`src/hdl/mbds_queue.sv`:
```
module mbds_queue #(
    parameter int WIDTH = 8
) (
    input  logic             clk,
    input  logic             rst_n,
    input  logic             push,
    input  logic [WIDTH-1:0] push_data,
    input  logic             pop,
    output logic [WIDTH-1:0] pop_data,
    output logic             full,
    output logic             empty
);

    logic [WIDTH-1:0] slot_reg [2];
    logic             wr_ptr_reg;
    logic             wr_ptr_next;
    logic             rd_ptr_reg;
    logic             rd_ptr_next;
    logic [1:0]       count_reg;
    logic [1:0]       count_next;
    logic             do_push;
    logic             do_pop;

    assign full = (count_reg == 2'd2);
    assign empty = (count_reg == 2'd0);
    assign do_push = push && !full;
    assign do_pop = pop && !empty;
    assign pop_data = slot_reg[rd_ptr_reg];

    always_comb
    begin
        wr_ptr_next = do_push ? !wr_ptr_reg : wr_ptr_reg;
        rd_ptr_next = do_pop ? !rd_ptr_reg : rd_ptr_reg;
        count_next = count_reg;
        if (do_push && !do_pop)
            count_next = count_reg + 2'd1;
        else if (do_pop && !do_push)
            count_next = count_reg - 2'd1;
    end

    always_ff @(posedge clk or negedge rst_n)
    begin
        if (!rst_n)
        begin
            wr_ptr_reg <= 1'b0;
            rd_ptr_reg <= 1'b0;
            count_reg <= 2'd0;
        end
        else
        begin
            wr_ptr_reg <= wr_ptr_next;
            rd_ptr_reg <= rd_ptr_next;
            count_reg <= count_next;
        end
    end

    always_ff @(posedge clk)
    begin
        if (do_push)
        begin
            slot_reg[wr_ptr_reg] <= push_data;
        end
    end

endmodule

```
`config.mk`:
```
export PLATFORM = sky130hd
export DESIGN_NAME = mbds_queue
export DESIGN_NICKNAME = d
export VERILOG_FILES = /design/src/hdl/mbds_queue.sv
export SDC_FILE = /design/constraint.sdc
export NUM_CORES = 1
export LEC_CHECK = 0
export BUFFER_PORTS_ARGS = -buffer_cell sky130_fd_sc_hd__buf_2
export CORE_AREA = 2 2 41 43
export CTS_BUF_LIST = sky130_fd_sc_hd__clkbuf_8
export DETAILED_ROUTE_END_ITERATION = 6
export DIE_AREA = 0 0 43 45
export HOLD_SLACK_MARGIN = 0.15
export PLACE_DENSITY = 0.92
export SYNTH_ARGS = -nofsm -noshare
export SYNTH_HDL_FRONTEND = slang
export SYNTH_SLANG_ARGS = --single-unit
```
`constraint.sdc`:
```
create_clock -name clk -period 2.75 [get_ports clk]
set_input_delay 0.55 -clock clk [delete_from_list [all_inputs] [get_ports clk]]
set_output_delay 0.55 -clock clk [all_outputs]
set_load 0.01 [all_outputs]
```
==> summary.txt, run 1 <==
Flop pwr share = 49.7%
syn_area_per_cell = 17.8 um^2
Peak VDD IR = 0.000788 V
gp weighted congestion = 0.664
Yosys top cell by area = edfxtp_1
CTS Root Cell = clkbuf_8
crit end category = primary output
die height = 45 um
clock buffer depth = 2
status = finished clean
CP required = 2200 ps
CTS resizes = 0
mux cell area share after synthesis = 11.5%
critical path type = reg -> out
CTS tree = done
Area Growth Syn to Fin = 22.4%
via count = 433
Routed wire per std cell = 13.6 um
routed wire length = 1150 um
YS warnings = 0
post-CTS setup buffer count = 0
Largest register FFs = 16
post-synth top area share = 61.4%
CP startpoint kind = flip-flop
# clock sinks = 20
Synth Area in Adders = 1.60%
Static Leak = 0.405 nW
switch share = 31.1%
Rel. slew slack = 56.7%
Total GRT Usage = 14.4%
Max FO, Critical Path = 9
final core utilization = 65.1%
total global routing overflow = 0
min Tclk post-route = 1880 ps
area post-placement = 902 um^2
Met1 Wirelength = 512 um
Arr. time, crit path = 1330 ps
Post-Synth XOR/XNOR Area = 6.56%
Vias/cell = 5.09
Yosys reg bits = 20
share of layout cells above drive strength 1 = 40.6%
Final ANT Viol Nets = 0
met3 wire length = 90 um
part of the power in the clock network = 18.9%
post-synthesis async set-or-reset flop share = 20.0%
first-pass GRT wire length = 1950 um
Cells after Synth = 44
Power Density = 1030 nW/um^2
Finish-stage setup viols = 0
Cell Area, Synth = 782 um^2
number of global-route vias before repair = 424
final instance area = 957 um^2
Seq/Total Area, Yosys = 74.2%
most area-consuming cells after synthesis = edfxtp_1, dfrtp_1, mux2_1, mux2_2, xnor2_1
final setup TNS = 0 ps
Fill cells = 115
ys flop type = edfxtp_1
area of the core = 1470 um^2
Int Pwr = 0.000680 W
antenna fix cells = 0
largest family of logic cells by synthesized area = multiplexers
Post-synth EDFFs = 16
DIE WIDTH = 43 um
RSZ-0062 raised after global routing = no
Synth Area in Simple Gates = 3.84%
Synth Net Count = 57
initial DRC count = 9
final hold viol count = 0
max frequency = 0.533 GHz
largest net degree at the start of global routing = 12
layout net count = 83
Num CTS Buffers = 3
Slew Limit Fails = 0
I/O Pins = 22
clock-pin transition on the worst setup and hold timing paths = 70 ps
Max Cap Violations = 0
Initial Util = 53.1%
Hold WC Path Type = in -> reg
commonest cells in the netlist = edfxtp_1, mux2_1, dfrtp_1
Netlist cell types = 15
sw power = 0.000307 W
Gate power share = 31.4%
drt drc = 0
initial antenna violation count = 0
metal2 WL = 534 um
Slew @ Worst Pin = 647 ps
post-synthesis compound-gate area fraction = 0.640%
H-tree lvl count = 1
top-count cell post-synth = edfxtp_1
Top Metal Used = met4
# port buffers = 21
Clock Latency Late Sink = 250 ps
crit share post-route = 68.2%
clock skew = 3.25 ps
Pre-antenna DRT Iters = 4
row cnt = 14
hold_buf cts = 1
Die ar. = 1940 um^2
## kinds of logic (layout without fill, tap and decap cells)
kind of cell,Yosys count,count (layout)
multiplexers,8,8
AND/OR/NAND/NOR,6,6
adder cells (fa/ha/maj),1,1
buffers and inverters,3,28
flip-flops,20,20
AO/OA/AOI/OAI,1,1
XOR/XNOR,5,5
## path summary, 6_finish.rpt
check,start,slack (ps),to,cells past startpoint
setup / recovery,rd_ptr_reg,870,pop_data[3],2
hold reg to reg,count_reg[1],530,count_reg[1],1
setup reg to reg,count_reg[0],1160,slot_reg[0][1],3
hold / removal,push_data[6],480,slot_reg[1][6],1
min in group asynchronous,rst_n,620,count_reg[1],2
max in group asynchronous,rst_n,2010,rd_ptr_reg,2
## metrics by stage
step | setup slack, ps | hold WS [ps] | total power, W | cells
floorplan | 1340 | 254 | 0.000700 | 44
global route | 799 | 479 | 0.00105 | 85
detailed placement | 1110 | 363 | 0.000808 | 80
global placement | 1130 | 358 | 0.000793 | 80
finish | 874 | 483 | 0.000987 | 85
CTS | 859 | 483 | 0.000996 | 85
## power by group through the flow
stage | Clock, W | Sequential, W | Combinational, W
global route | 0.000202 | 0.000502 | 0.000343
floorplan | 0 | 0.000461 | 0.000239
finish | 0.000186 | 0.000491 | 0.000310
detailed placement | 0 | 0.000497 | 0.000311
global placement | 0 | 0.000490 | 0.000302
CTS | 0.000188 | 0.000491 | 0.000316
## placed cells by master, fill, tap and decap left out
| master | instances |
|---|---|
| dlygate4sd3_1 | 1 |
| buf_2 | 21 |
| and3_1 | 1 |
| o21ai_1 | 1 |
| nor2_1 | 3 |
| nand2b_1 | 1 |
| inv_1 | 3 |
| xor2_1 | 2 |
| nand2_2 | 1 |
| edfxtp_1 | 16 |
| xnor2_1 | 2 |
| mux2_1 | 6 |
| mux2_2 | 2 |
| clkbuf_8 | 3 |
| dfrtp_1 | 4 |
| xnor2_2 | 1 |
| ha_1 | 1 |
## worst max-delay path: stages, from the launching register on
cell and delay, ps:
dfrtp_1 560, mux2_1 370, buf_2 140
## per-layer routing
metal	track usage [%]	vias up
met5	0	-
met2	20.0	20
li1	-	207
met3	5.60	2
met4	5.45	0
met1	20.6	204
## cell type report
class,instances,area (um^2),area share [%]
sequential,20,581,60.7
multi-input combinational,21,189,19.7
timing repair buffer,22,115,12.0
clock buffer,3,41.3,4.31
tap,16,20.0,2.09
inverter,2,7.51,0.784
clock inverter,1,3.75,0.392
Note: power is estimated with default switching activity, not from simulation.
==> inputs of run 2 (changes only) <==
CORE_AREA = 2 2 42 44   (was 2 2 41 43)
DIE_AREA = 0 0 44 46   (was 0 0 43 45)
PLACE_DENSITY = 0.88   (was 0.92)
clock period = 1.8 ns   (was 2.75 ns; I/O delays follow)
==> run 2 against run 1 <==
  * Global-route usage fell by 0.91 points
  * Via count unchanged
  * Largest cell class unchanged
  * Clock power grew 130%
  * Critical path type unchanged
  * Cell count rose by 2.4%
==> summary.txt, run 2 (same netlist as run 1, synthesis figures left out) <==
die height = 46 um (was 45 um)
Num CTS Buffers = 3 (unchanged)
commonest non-fill, non-tap cells in the layout = buf_2, edfxtp_1, mux2_1 (unchanged)
Peak VDD IR = 0.000943 V (was 0.000788 V)
Hold Path Cell Cnt = 1 (unchanged)
Slew Limit Fails = 0 (unchanged)
min Tclk post-route = 1720 ps
Total GRT Usage = 13.4% (was 14.4%)
clock-pin transition on the worst setup and hold timing paths = 70 ps (about the same)
layout net count = 84 (was 83)
max frequency = 0.582 GHz
Final ANT Viol Nets = 0 (unchanged)
RR Startpoint = count_reg[0] (unchanged)
DIE WIDTH = 44 um (was 43 um)
CTS resizes = 0 (unchanged)
clock skew = 3.59 ps (was 3.25 ps)
initial antenna violation count = 0 (unchanged)
number of global-route vias before repair = 458 (was 424)
Static Leak = 0.419 nW (was 0.405 nW)
FF-to-FF End = count_reg[1] (was slot_reg[0][1])
Slowest Stage Delay on Critical Path = 580 ps (was 560 ps)
H-tree lvl count = 1 (unchanged)
Routed wire per std cell = 13.7 um (was 13.6 um)
multi-input logic area = 189 um^2 (unchanged)
drt drc = 0 (unchanged)
gp weighted congestion = 0.602 (was 0.664)
final core utilization = 61.5% (was 65.1%)
CP startpoint kind = flip-flop (unchanged)
hold endpoint = slot_reg[0][1] (was slot_reg[1][6])
Largest register FFs = 16 (unchanged)
Initial Util = 48.4% (was 53.1%)
# port buffers = 21 (unchanged)
via count = 433 (unchanged)
Slew @ Worst Pin = 392 ps (was 647 ps)
Max FO, Critical Path = 9 (unchanged)
status = finished clean (unchanged)
WP buf/inv = 1 (unchanged)
crit end category = primary output (unchanged)
Arr. time, crit path = 1360 ps (was 1330 ps)
Post-DP HPWL = 879 um
Top Usage Layer GRT = met2 (was met1)
CP required = 1440 ps (was 2200 ps)
met2 usage = 25.0% (was 20.0%)
I/O Pins = 22 (unchanged)
Area Growth Syn to Fin = 26.9% (was 22.4%)
total global routing overflow = 0 (unchanged)
Die ar. = 2020 um^2 (was 1940 um^2)
final setup TNS = 0 ps (unchanged)
# clock sinks = 20 (unchanged)
min-delay src = push_data[1] (was push_data[6])
crit share post-route = 95.5%
commonest non-fill, non-tap cell in the layout = buf_2 (unchanged)
CP Cell Sequence = mux2_2, buf_2 (was mux2_1, buf_2)
clock buffer depth = 2 (unchanged)
Power Density = 1690 nW/um^2 (was 1030 nW/um^2)
Vias/cell = 4.98 (was 5.09)
Fill cells = 131 (was 115)
share of layout cells above drive strength 1 = 42.9% (was 40.6%)
reg2reg setup slack = 230 ps (was 1160 ps)
met3 Use GR = 4.76% (was 5.60%)
met1 Track Usage GR = 13.6% (was 20.6%)
CTS Root Cell = clkbuf_8 (unchanged)
Hold WC Path Type = in -> reg (unchanged)
antenna fix cells = 0 (unchanged)
Slowest-stage cell, CP = dfrtp_1 (unchanged)
Rel. slew slack = 73.9% (was 56.7%)
routed wire length = 1190 um (was 1150 um)
register area = 581 um^2 (unchanged)
Finish-stage setup viols = 0 (unchanged)
Max Cap Violations = 0 (unchanged)
final hold viol count = 0 (unchanged)
critical path type = reg -> out (unchanged)
post-CTS setup buffer count = 0 (unchanged)
Clock Latency Late Sink = 250 ps (about the same)
initial DRC count = 0 (was 9)
first-pass GRT wire length = 1890 um (was 1950 um)
CTS tree = done (unchanged)
row cnt = 15 (was 14)
Crit path max-delay family = flip-flops (unchanged)
Pre-antenna DRT Iters = 1 (was 4)
largest net degree at the start of global routing = 13 (was 12)
RSZ-0062 raised after global routing = no (unchanged)
area of the core = 1610 um^2 (was 1470 um^2)
Reg2Reg Depth = 6 (was 3)
-- run 2: cell count changes in the layout (fill, tap and decap cells not counted) --
cell / before / now
buf_4: 0 / 1
bufinv_16: 0 / 1
inv_1: 3 / 2
-- run 2: power breakdown --
part	switching (W)	internal, W
clock network	0.000138	0.000296
logic	0.000246	0.000249
registers	0.000102	0.000647
-- run 2: worst reg2reg max path: stages, from the launching register on --
cell	delay (ps)
dfrtp_1	430
nand2b_1	200
nand2_2	120
inv_1	50
ha_1	320
nor2_1	150
xor2_1	200
-- run 2: worst max path at each step --
stage / start / to / slack, ps / cells past startpoint
2_1_floorplan: count_reg[0] / slot_reg[0][0] / 410 / 3
3_3_place_gp: rd_ptr_reg / pop_data[7] / 380 / 2
3_5_place_dp: count_reg[0] / count_reg[1] / 280 / 7
4_1_cts: rd_ptr_reg / pop_data[5] / 70 / 2
5_1_grt: rd_ptr_reg / pop_data[5] / 20 / 2
6_report: rd_ptr_reg / pop_data[5] / 80 / 2
-- run 2: timing repair --
action,CTS,global route
endpoints found under the setup margin,0,0
endpoints found under the hold margin,4,0
hold buffers,1,0
-- run 2: through the flow --
stage	hold slack, ps	std cells	instance area, um^2	total power, W	setup WS [ps]
2_1_floorplan	64.4	44	782	0.00107	408
3_3_place_gp	170	82	911	0.00122	377
3_5_place_dp	174	82	911	0.00125	279
4_1_cts	289	87	992	0.00170	69.9
5_1_grt	282	87	992	0.00176	17.9
6_report	292	87	992	0.00168	81.3
-- run 2: cell type report --
class                           instances  share of cell area (%)
Inverter                                2                   0.757
Multi-Input combinational cell         21                    19.0
Tap cell                               17                    2.14
Clock buffer                            3                    4.16
Sequential cell                        20                    58.5
Timing Repair Buffer                   23                    12.4
Clock inverter                          1                    3.03
-- run 2: per-layer routing --
metal / share of wire [%] / vias up
met5: 0 / -
li1: - / 209
met1: 40 / 204
met3: 6.3 / 4
met4: 1.4 / 0
met2: 52 / 16
